===== config.mk =====
export PLATFORM = sky130hd
export DESIGN_NAME = tfr_sqrt_cell
export DESIGN_NICKNAME = d
export VERILOG_FILES = /design/src/hdl/tfr_pkg.sv /design/src/hdl/tfr_sqrt_cell.sv
export SDC_FILE = /design/constraint.sdc
export NUM_CORES = 1
export LEC_CHECK = 0
export BUFFER_PORTS_ARGS = -buffer_cell sky130_fd_sc_hd__buf_2
export CORE_MARGIN = 10
export CORE_UTILIZATION = 44
export DETAILED_ROUTE_END_ITERATION = 8
export PLACE_DENSITY = 0.82
export SYNTH_ARGS = -nofsm -noshare
export SYNTH_HDL_FRONTEND = slang
export SYNTH_SLANG_ARGS = --single-unit

===== constraint.sdc =====
create_clock -name clk -period 3.3 [get_ports clk]
set_input_delay 0.99 -clock clk [delete_from_list [all_inputs] [get_ports clk]]
set_output_delay 0.99 -clock clk [all_outputs]
set_load 0.01 [all_outputs]

===== src/hdl/tfr_pkg.sv =====
// Shared widths, types, constants and helper functions for the trilateration block.
// Used by tfr_div_cell, tfr_sqrt_cell and trilateration_from_three_ranges.
package tfr_pkg;

  localparam int RANGE_BITS = 20;
  localparam int FRAC_BITS  = 8;
  localparam int OUT_BITS   = 24;

  localparam int SQ_W    = 2 * RANGE_BITS;
  localparam int COMBO_W = SQ_W + 1;
  localparam int A2X_W   = RANGE_BITS + FRAC_BITS;
  localparam int A2Y_W   = A2X_W;
  localparam int XQ_W    = OUT_BITS + FRAC_BITS;
  localparam int RAD_W   = 2 * A2X_W;
  localparam int DEN_W   = A2Y_W + 1;
  localparam int PROD_W  = XQ_W + A2X_W;
  localparam int XNUM_W  = COMBO_W + FRAC_BITS;
  localparam int NYA_W   = COMBO_W + 2 * FRAC_BITS;
  localparam int NYB_W   = PROD_W + 1;
  localparam int NY_W    = ((NYA_W > NYB_W) ? NYA_W : NYB_W) + 1;
  localparam int NUM_W   = (NY_W > XNUM_W) ? NY_W : XNUM_W;

  localparam logic [1:0] REG_DIST_A0_A1 = 2'd0;
  localparam logic [1:0] REG_DIST_A1_A2 = 2'd1;
  localparam logic [1:0] REG_DIST_A0_A2 = 2'd2;

  typedef logic [RANGE_BITS-1:0]    range_t;
  typedef logic [SQ_W-1:0]          sq_t;
  typedef logic signed [COMBO_W:0]  sc_t;
  typedef logic [NUM_W-1:0]         num_t;
  typedef logic signed [NUM_W:0]    sum_t;
  typedef logic [DEN_W-1:0]         den_t;
  typedef logic [A2X_W-1:0]         a2x_t;
  typedef logic [A2Y_W-1:0]         root_t;
  typedef logic [A2Y_W:0]           srem_t;
  typedef logic [XQ_W-1:0]          xq_t;
  typedef logic [RAD_W-1:0]         rad_t;
  typedef logic [PROD_W-1:0]        prod_t;
  typedef logic signed [OUT_BITS-1:0] out_t;

  typedef enum logic [1:0] {
    ST_OK   = 2'd0,
    ST_ZERO = 2'd1,
    ST_TRI  = 2'd2,
    ST_SAT  = 2'd3
  } status_t;

  localparam num_t POS_LIM = num_t'((64'd1 << (OUT_BITS - 1)) - 64'd1);
  localparam num_t NEG_LIM = num_t'(64'd1 << (OUT_BITS - 1));

  typedef struct packed {
    num_t num;
    num_t quo;
    den_t rem;
    den_t den;
  } div_t;

  typedef struct packed {
    rad_t  rad;
    root_t root;
    srem_t rem;
  } sqrt_t;

  function automatic sc_t combo(input sq_t a, input sq_t b, input sq_t c);
    combo = sc_t'(a) - sc_t'(b) + sc_t'(c);
  endfunction

  function automatic num_t mag_of(input sc_t v);
    mag_of = v[COMBO_W] ? num_t'(-v) : num_t'(v);
  endfunction

endpackage


===== src/hdl/tfr_sqrt_cell.sv =====
// One digit-by-digit square root step: takes two radicand bits, develops one root bit.
// Depends on tfr_pkg for widths and the sqrt_t struct.
module tfr_sqrt_cell (
  input  logic           clk,
  input  logic           en,
  input  tfr_pkg::sqrt_t d,
  output tfr_pkg::sqrt_t q
);

  logic [tfr_pkg::A2Y_W+2:0] cur;
  logic [tfr_pkg::A2Y_W+2:0] trial;
  logic [tfr_pkg::A2Y_W+2:0] diff;
  logic                      ge;
  tfr_pkg::sqrt_t            nxt;

  always_comb begin
    cur      = {d.rem, d.rad[tfr_pkg::RAD_W-1 -: 2]};
    trial    = {1'b0, d.root, 2'b01};
    diff     = cur - trial;
    ge       = (cur >= trial);
    nxt.rad  = d.rad << 2;
    nxt.root = {d.root[tfr_pkg::A2Y_W-2:0], ge};
    nxt.rem  = ge ? diff[tfr_pkg::A2Y_W:0] : cur[tfr_pkg::A2Y_W:0];
  end

  always_ff @(posedge clk) begin
    if (en) begin
      q <= nxt;
    end
  end

endmodule


# == Yosys cells after proc, flatten, opt, wreduce, memory -nomap -nowiden ==
# Cells that the tools add are included.
# word_totals
ff_bits,111
input_bits,115
output_inout_bits,113
word_cells,6
# op_classes
n_addsub,1
magnitude_cmp,1
mux,1
# op_table
op,n
31-bit by 30-bit greater-or-equal comparator with 1-bit output,1
29-bit two-way mux,1
29-bit subtractor,1

# == Longest topological paths before layout ==
# depth
depth_word,2
mapped_depth,13
mapped_depth_nobuf,10

# == Worst setup path after synthesis ==
# OpenSTA, ideal clock, no wires.
# synth_path
path_type,input -> register
from,in d[44] in the netlist's numbering
to,"reg q[10] in the netlist's numbering, data pin"
setup_time_ps,260
arrival_time_ps,3042
required_ps,3040
setup_slack_ps,-3
stages,13
n_path_buf,3
cell_sequence,inv_1 > ha_1 > buf_2 > and4_4 > and2_1 > nand4_1 > o22ai_2 > o2111ai_2 > and3_1 > buf_6 > inv_12 > buf_12 > mux2_4
# synth_lines
item,line,rtl
from (decl),tfr_sqrt_cell.sv:6,"input tfr_pkg::sqrt_t d,"
to (signal assigned),tfr_sqrt_cell.sv:28,q <= nxt;
to (decl),tfr_sqrt_cell.sv:7,output tfr_pkg::sqrt_t q

==> flow_summary.yaml <==
layout:
  layout_common_cells: "buf_2, edfxtp_1, buf_4, inv_1, ha_1"
  fin_cells: 911
  largest_register_ffs: 111
  multi_input_area_mm2: 0.00215
  final_common_cell: "buf_2"
  layout-drive-gt1-share: 0.493
  nFillCells: 1048
  final_util: 0.622
  seqCellArea_mm2: 0.00333
  antennaDiodeCount: 0
  largest_register: "q"
  synthToLayoutAreaGrowth_pct: 37.1
  fin_nets: 879
  reg_top3: "q x111"
grt:
  antenna_found_initial: 0
  grt_first_pass_wirelength_um: 26500
  grt.overflow.total: 0
  grt_max_degree: 47
  grtUsageTotal: 0.187
  grt_pass1_vias: 4792
die:
  die_y_um: 135
  io_pins: 228
  initial_core_util: 0.454
  core.rowCount: 41
  die_w_um: 135
  core_area_mm2: 0.0127
  die_area_mm2: 0.0181
setup_path:
  cp.arrival_ns: 3.41
  required_ns: 3.53
  crit_fanout: 4
  startpoint: "d[45]"
  critPathKind: "primary input to flip-flop"
  end_kind: "flip-flop"
  cp-start-kind: "primary input"
timing:
  max_freq_mhz: 314
  tightest_slew_ns: 0.610
  final_max_slew_viol_count: 0
  slew_headroom: 0.593
  period_minus_slack_ns: 3.18
  fin_crit_sh: 0.964
  whs_ns: 0.812
  hold_viol: 0
  rsz0062_at_grt: "no"
  setup_viol: 0
synthesis:
  ys_types: 66
  ys_seq_elements: 111
  synthCells: 435
  yosys_warnings: 0
  yosys.area.top_type: "edfxtp_1"
  synth_edf_count: 111
  yosys.area.top_type_share: 0.578
  synth_area_mm2: 0.00577
  synth_area_leaders: "edfxtp_1, ha_1, mux2_4"
  synth_area_per_cell_um2: 13.3
  synthArstFlopShare: 0
  yosysSeqAreaShare: 0.578
  synth_ff_type: "edfxtp_1"
routing:
  drc_errors: 0
  wl_per_cell_um: 19.1
  drt_wl_total_um: 17400
  drt_iter0_drc: 357
  final_antenna_net_count: 0
  via_per_inst: 5.03
  vias: 4586
  first_pass_iters: 5
power_and_ir_drop:
  power.total_uw: 3840
  p_switching_uw: 1050
  vdd_drop_max_v: 0.000245
  p_clk_frac: 0.290
  pwr-share-comb: 0.252
  pwr-share-seq: 0.458
  leakage_uw: 0.00357
  intPower_uw: 2790
  sw_frac_of_total: 0.273
  powerDensity_mw_per_mm2: 485
placed_design:
  portBuffers: 225
  gp_congestion: 0.902
  dp_cells: 895
  dp_hpwl_um: 14400
clocking:
  cts_tree: "built"
  cts_sinks: 111
  cts_buffers: 9
  cts-root-buf: "clkbuf_16"
  cts_max_level: 3
  clockBufferDepth: 2
  post_cts_buffers: 0
  cts.clk_slew.worst_paths_ns: 0.07
worst_hold_path:
  hp-start: "d[95]"
  hp-class: "primary input to flip-flop"
job:
  drv_cap: 0
outcome:
  status: "complete, no violations"
area by class of cell:
cell class                 count  share of cell area
sequential                   111               0.421
multi-input combinational    267               0.272
timing repair buffer         306               0.221
clock buffer                  10              0.0289
tap                          172              0.0272
inverter                      39              0.0201
clock inverter                 6             0.00933
cell families after synthesis:
logic type	after synthesis	synth area share
flops	111	0.578
compound gates	99	0.129
simple gates	88	0.0798
buf+inv	58	0.0531
fa+ha+maj	30	0.0650
mux	25	0.0594
xor+xnor	23	0.0349
other cells	1	0.000650
metrics by stage:
step | setup TNS [ns] | worst slack [ns] | area, µm²
6_report | 0 | 0.119 | 7910
3_5_place_dp | -5.79 | -0.273 | 7590
4_1_cts | 0 | 0.0958 | 7890
3_3_place_gp | -4.31 | -0.236 | 7590
2_1_floorplan | 0 | 0.0214 | 5770
5_1_grt | 0 | 0.00613 | 7910
what timing repair did:
item                       4_1_cts  5_1_grt
hold buffers                     0        0
gates resized for setup          0        4
setup endpoints to repair        0       25
synth_stat cells, types with 7 or more instances:
library cell  instances
edfxtp_1            111
inv_1                38
ha_1                 30
a21oi_1              24
nand2_1              21
nor2_1               19
mux2_4               17
xnor2_1              17
nand3_1              10
nand4_1              10
o21ai_0              10
a31oi_1               8
a21oi_2               7
path summary, 6_finish.rpt:
path | to | depth (start not counted) | slack [ns]
max | q[23] | 13 | 0.12
min | q[97] | 1 | 0.81
critical path: stages:
cell	delay, ns
buf_2	0.09
inv_1	0.04
ha_1	0.36
buf_4	0.14
nand2_1	0.05
o21ai_1	0.24
a41oi_2	0.16
o21ai_2	0.20
a31oi_1	0.14
and3_1	0.30
buf_4	0.19
o31ai_1	0.34
buf_4	0.17
routing by layer:
layer / global-route usage / vias up / routed length (µm)
met4: 0.0502 / 0 / 193
met5: 0 / - / 0
met2: 0.323 / 206 / 8660
met3: 0.0575 / 13 / 1620
met1: 0.219 / 2149 / 6930
li1: - / 2218 / -
power groups by stage:
stage / combinational, µW / sequential [µW] / clock [µW]
3_3_place_gp: 957 / 1790 / 0
5_1_grt: 1060 / 1770 / 1190
3_5_place_dp: 971 / 1790 / 0
2_1_floorplan: 441 / 1870 / 0
6_report: 967 / 1760 / 1110
4_1_cts: 976 / 1760 / 1130
Note: power is estimated with default switching activity, not from simulation.
