--- config.mk ---
export PLATFORM = sky130hd
export DESIGN_NAME = tfr_div_cell
export DESIGN_NICKNAME = d
export VERILOG_FILES = /design/src/hdl/tfr_pkg.sv /design/src/hdl/tfr_div_cell.sv
export SDC_FILE = /design/constraint.sdc
export NUM_CORES = 1
export LEC_CHECK = 0
export BUFFER_PORTS_ARGS = -buffer_cell sky130_fd_sc_hd__clkbuf_2
export CAP_MARGIN = 15
export CORE_AREA = 2 2 178 180
export DETAILED_ROUTE_END_ITERATION = 16
export DIE_AREA = 0 0 180 182
export PLACE_DENSITY_LB_ADDON = 0.1
export SLEW_MARGIN = 20
export SYNTH_ARGS = -nofsm -noshare
export SYNTH_HDL_FRONTEND = slang
export SYNTH_SLANG_ARGS = --single-unit
--- constraint.sdc ---
create_clock -name clk -period 3.8 [get_ports clk]
set_clock_uncertainty 0.05 [all_clocks]
set_input_delay 0.19 -clock clk [delete_from_list [all_inputs] [get_ports clk]]
set_output_delay 0.19 -clock clk [all_outputs]
set_load 0.05 [all_outputs]
--- src/hdl/tfr_pkg.sv ---
// Shared widths, types, constants and helper functions for the trilateration block.
// Used by tfr_div_cell, tfr_sqrt_cell and trilateration_from_three_ranges.
package tfr_pkg;

  localparam int RANGE_BITS = 20;
  localparam int FRAC_BITS  = 8;
  localparam int OUT_BITS   = 24;

  localparam int SQ_W    = 2 * RANGE_BITS;
  localparam int COMBO_W = SQ_W + 1;
  localparam int A2X_W   = RANGE_BITS + FRAC_BITS;
  localparam int A2Y_W   = A2X_W;
  localparam int XQ_W    = OUT_BITS + FRAC_BITS;
  localparam int RAD_W   = 2 * A2X_W;
  localparam int DEN_W   = A2Y_W + 1;
  localparam int PROD_W  = XQ_W + A2X_W;
  localparam int XNUM_W  = COMBO_W + FRAC_BITS;
  localparam int NYA_W   = COMBO_W + 2 * FRAC_BITS;
  localparam int NYB_W   = PROD_W + 1;
  localparam int NY_W    = ((NYA_W > NYB_W) ? NYA_W : NYB_W) + 1;
  localparam int NUM_W   = (NY_W > XNUM_W) ? NY_W : XNUM_W;

  localparam logic [1:0] REG_DIST_A0_A1 = 2'd0;
  localparam logic [1:0] REG_DIST_A1_A2 = 2'd1;
  localparam logic [1:0] REG_DIST_A0_A2 = 2'd2;

  typedef logic [RANGE_BITS-1:0]    range_t;
  typedef logic [SQ_W-1:0]          sq_t;
  typedef logic signed [COMBO_W:0]  sc_t;
  typedef logic [NUM_W-1:0]         num_t;
  typedef logic signed [NUM_W:0]    sum_t;
  typedef logic [DEN_W-1:0]         den_t;
  typedef logic [A2X_W-1:0]         a2x_t;
  typedef logic [A2Y_W-1:0]         root_t;
  typedef logic [A2Y_W:0]           srem_t;
  typedef logic [XQ_W-1:0]          xq_t;
  typedef logic [RAD_W-1:0]         rad_t;
  typedef logic [PROD_W-1:0]        prod_t;
  typedef logic signed [OUT_BITS-1:0] out_t;

  typedef enum logic [1:0] {
    ST_OK   = 2'd0,
    ST_ZERO = 2'd1,
    ST_TRI  = 2'd2,
    ST_SAT  = 2'd3
  } status_t;

  localparam num_t POS_LIM = num_t'((64'd1 << (OUT_BITS - 1)) - 64'd1);
  localparam num_t NEG_LIM = num_t'(64'd1 << (OUT_BITS - 1));

  typedef struct packed {
    num_t num;
    num_t quo;
    den_t rem;
    den_t den;
  } div_t;

  typedef struct packed {
    rad_t  rad;
    root_t root;
    srem_t rem;
  } sqrt_t;

  function automatic sc_t combo(input sq_t a, input sq_t b, input sq_t c);
    combo = sc_t'(a) - sc_t'(b) + sc_t'(c);
  endfunction

  function automatic num_t mag_of(input sc_t v);
    mag_of = v[COMBO_W] ? num_t'(-v) : num_t'(v);
  endfunction

endpackage

--- src/hdl/tfr_div_cell.sv ---
// One restoring division step: brings down a numerator bit, develops one quotient bit.
// Depends on tfr_pkg for widths and the div_t struct.
module tfr_div_cell (
  input  logic          clk,
  input  logic          en,
  input  tfr_pkg::div_t d,
  output tfr_pkg::div_t q
);

  logic [tfr_pkg::DEN_W:0] sh;
  logic [tfr_pkg::DEN_W:0] diff;
  logic                    ge;
  tfr_pkg::div_t           nxt;

  always_comb begin
    sh       = {d.rem, d.num[tfr_pkg::NUM_W-1]};
    diff     = sh - {1'b0, d.den};
    ge       = (sh >= {1'b0, d.den});
    nxt.num  = d.num << 1;
    nxt.quo  = {d.quo[tfr_pkg::NUM_W-2:0], ge};
    nxt.rem  = ge ? diff[tfr_pkg::DEN_W-1:0] : sh[tfr_pkg::DEN_W-1:0];
    nxt.den  = d.den;
  end

  always_ff @(posedge clk) begin
    if (en) begin
      q <= nxt;
    end
  end

endmodule

### After elaboration in Yosys (flattened, before gate mapping)

Cells that the tools add are included.

* add/subtract/negate cells: 1
* magnitude comparators: 1
* muxes and demuxes: 1

Operator list (number)
* $ge 30x29->1: 1
* $mux 29: 1
* $sub 29x29->29: 1

* register bits after elaboration: 181
* word-level logic and storage cells: 7

### Longest topological paths before layout

* depth after elaboration: 2
* depth in mapped cells: 12
* gate-level depth less buffers: 11

### Worst setup path after synthesis

No wires, ideal clock.

* path type: input -> register
* start point: in d[181] in the netlist's numbering
* end point: reg q[31] in the netlist's numbering (data pin)
* arrival time: 2.468 ns
* slack: 1.021 ns
* stages on the path: 12
* path buffers: 1
* cell sequence: inv_1 ha_1 fa_1 nor2b_1 o21ai_1 a21oi_1 o21ai_0 or3b_4 o21ai_2 o41ai_2 buf_6 mux2_4

RTL lines
* start: declaration: RTL line tfr_div_cell.sv:6 `input tfr_pkg::div_t d,`
* end signal: assignment: RTL line tfr_div_cell.sv:27 `q <= nxt;`
* end: declaration: RTL line tfr_div_cell.sv:7 `output tfr_pkg::div_t q`

==> impl_metrics.py <==
metrics = {
    "critical_path": {
        "cp_top_family": "buffers and inverters",
        "crit_chain": "dlygate4sd3_1 -> clkbuf_2 -> ha_1 -> fa_1 -> nor2b_1 -> o21ai_1 -> a21oi_1 -> o21ai_0 -> or3b_4 -> o21ai_2 -> o41ai_4 -> buf_4 -> mux2_4",
        "crit_slowest_cell": "dlygate4sd3_1",
        "required_ns": 3.94,
        "endpoint_kind": "register",
        "worstPathArrival_ns": 3.42,
        "slowest_delay_ns": 0.54,
        "cp_max_fo": 12,
        "crit_path_start_kind": "input pin",
        "crit_buf_inv": 3,
        "crit_type": "input pin to register",
    },
    "placed_design": {
        "gp_congestion": 0.739,
        "dp_hpwl_um": 18600,
        "port-buffer-count": 363,
    },
    "power_and_ir_drop": {
        "p_int_w": 0.00384,
        "switching_share_pct": 33.7,
        "leakagePower_nw": 5.30,
        "clock_power_share_pct": 30.9,
        "p_sw_w": 0.00196,
        "powerDensity_nw_per_um2": 483,
        "comb_power_share_pct": 26.7,
        "p_seq_share_pct": 42.5,
        "power_w": 0.00580,
        "irDropWorstVdd_mv": 0.262,
    },
    "clocking": {
        "h-tree-depth": 4,
        "root_buffer": "clkbuf_16",
        "cts_made_buffers": 17,
        "postCtsResizedCells": 0,
        "cts_tree": "built",
        "clk_path_buf_depth": 2,
        "clkSlewWorstSetupHoldPaths_ns": 0.08,
        "cts.sinks": 181,
    },
    "layout": {
        "regMostFlops": "q",
        "largest_reg_flops": 181,
        "final_nets": 1214,
        "drive_gt1_share_pct": 42.7,
        "fillers": 3087,
        "reg_top3": "q (181)",
        "area_growth_pct": 58.1,
        "regArea_um2": 5440,
        "multi_input_area_um2": 1920,
    },
    "yosys": {
        "syn_area_um2": 7590,
        "synthArstFlopShare_pct": 0,
        "synth_edf_count": 181,
        "synth_cells": 476,
        "yosysMostFrequentCell": "edfxtp_1",
        "seq_area_frac_synth_pct": 71.6,
        "synth.largest_area_cell": "edfxtp_1",
        "syn_nets": 690,
        "synthTopCellsByCount": "181 x edfxtp_1, 40 x inv_1, 35 x a21oi_1, 29 x ha_1, 26 x mux2_4",
        "ys_top_cells_by_area": "edfxtp_1 72%, mux2_4 5.1%, ha_1 4.8%, a21oi_1 2.3%, inv_1 2.0%",
        "post_synth_num_cell_types": 45,
        "avgSynthCellArea_um2": 16.0,
        "ys_ff_latch": 181,
        "synth_top_area_share_pct": 71.6,
        "ys_dominant_reg_cell": "edfxtp_1",
        "yosys_warnings": 0,
    },
    "routing": {
        "initialDrtViolationCount": 300,
        "met2_length_um": 12300,
        "wl_met3_um": 1620,
        "drc": 0,
        "vias_per_cell": 4.10,
        "wl_um": 24300,
        "wl_met1_um": 9940,
        "routed-via-count": 5816,
        "dr.pass1.iters": 4,
        "ant_nets": 0,
        "top_layer_used": "met4",
        "wl_per_cell_um": 17.2,
    },
    "floorplanning": {
        "floorplan.initialDensity_pct": 24.5,
        "die_h_um": 182,
        "num_rows": 65,
        "pin_count": 366,
        "die_area_um2": 32800,
        "fp.dieW_um": 180,
        "core_um2": 31000,
    },
    "run": {
        "cap_violations": 0,
    },
    "grt": {
        "grt_max_degree": 94,
        "grt_overflow": 0,
        "antenna_found_initial": 3,
        "grt_util_all_layers_pct": 14.7,
        "grt_pass1_vias": 6027,
        "grt_pass1_wl_um": 36400,
    },
    "timing": {
        "rsz0062_at_grt": "false",
        "setup_violations": 0,
        "fmax_mhz": 304,
        "relSlewSlack_pct": 60.6,
        "period_minus_slack_ns": 3.29,
        "fin_tns_setup_ns": 0,
        "worstMarginPinSlew_ns": 0.592,
        "final_max_slew_viol_count": 0,
        "hold_viol": 0,
        "post-route-period-util_pct": 86.6,
    },
    "hold_path": {
        "hp-class": "input pin to register",
    },
    "status": {
        "outcome": "finished clean",
    },
}
## power by group through the flow
stage	clock network, W	registers [W]	logic, W
final	0.00179	0.00246	0.00155
after global routing	0.00194	0.00248	0.00164
after CTS	0.00187	0.00246	0.00157
after detailed placement	0	0.00251	0.00143
after global placement	0	0.00251	0.00143
after floorplan	0	0.00316	0.000355
## routing by layer
metal	GRT usage [%]	vias to the layer above
met5	0	-
met4	4.59	0
li1	-	2838
met3	4.55	21
met2	25.9	228
met1	17.1	2729
## final cells by class
cell class | instances | area share (%)
multi-input combinational | 239 | 16.0
sequential | 181 | 45.3
antenna | 3 | 0.0625
tap | 402 | 4.19
clock buffer | 17 | 3.54
timing repair buffer | 521 | 28.3
inverter | 40 | 1.25
clock inverter | 14 | 1.30
## what timing repair did
action | 4_1_cts | 5_1_grt
endpoints found under the hold margin | 151 | 0
buffers inserted | 0 | 0
setup endpoints to repair | 0 | 0
hold buffers | 151 | 0
## logic make-up after synthesis
| group | after synthesis | share of synthesized area, % |
|---|---|---|
| AO/OA/AOI/OAI | 90 | 7.45 |
| XOR/XNOR | 27 | 3.11 |
| adder cells (fa/ha/maj) | 30 | 5.04 |
| buffers and inverters | 56 | 3.25 |
| flip-flops | 181 | 71.6 |
| multiplexers | 28 | 5.40 |
| other | 1 | 0.0494 |
| AND/OR/NAND/NOR | 63 | 4.14 |
## cell usage in the layout (no fill, tap or decap), types with 4 or more instances in the layout
master / instances
buf_4: 6
edfxtp_1: 181
inv_1: 40
ha_1: 29
inv_6: 5
dlygate4sd3_1: 151
o21bai_1: 7
a21o_1: 9
clkbuf_16: 17
nand4_1: 11
xor2_1: 10
o21ai_0: 15
mux2_4: 26
nand2_1: 19
a21oi_1: 35
xnor2_1: 17
nand2b_1: 4
nor2_1: 14
o211ai_1: 4
clkbuf_2: 362
## through the flow
step	instances	utilization, %	worst slack, ns	instance area [um2]	hold WS, ns
2_1_floorplan	476	-	1.02	7590	0.239
3_3_place_gp	1232	32.0	0.596	9900	0.317
3_5_place_dp	1232	32.0	0.555	9900	0.319
4_1_cts	1414	38.7	0.445	12000	0.000634
5_1_grt	1414	38.7	0.261	12000	0.00743
6_report	1417	38.7	0.511	12000	0.0289
## final timing paths
kind	end	slack, ns	start	cells after the start
hold / removal	q[42]$_DFFE_PP_	0.03	d[41]	2
setup / recovery	q[38]$_DFFE_PP_	0.51	d[0]	13
Power figures use the tool's default switching activity.
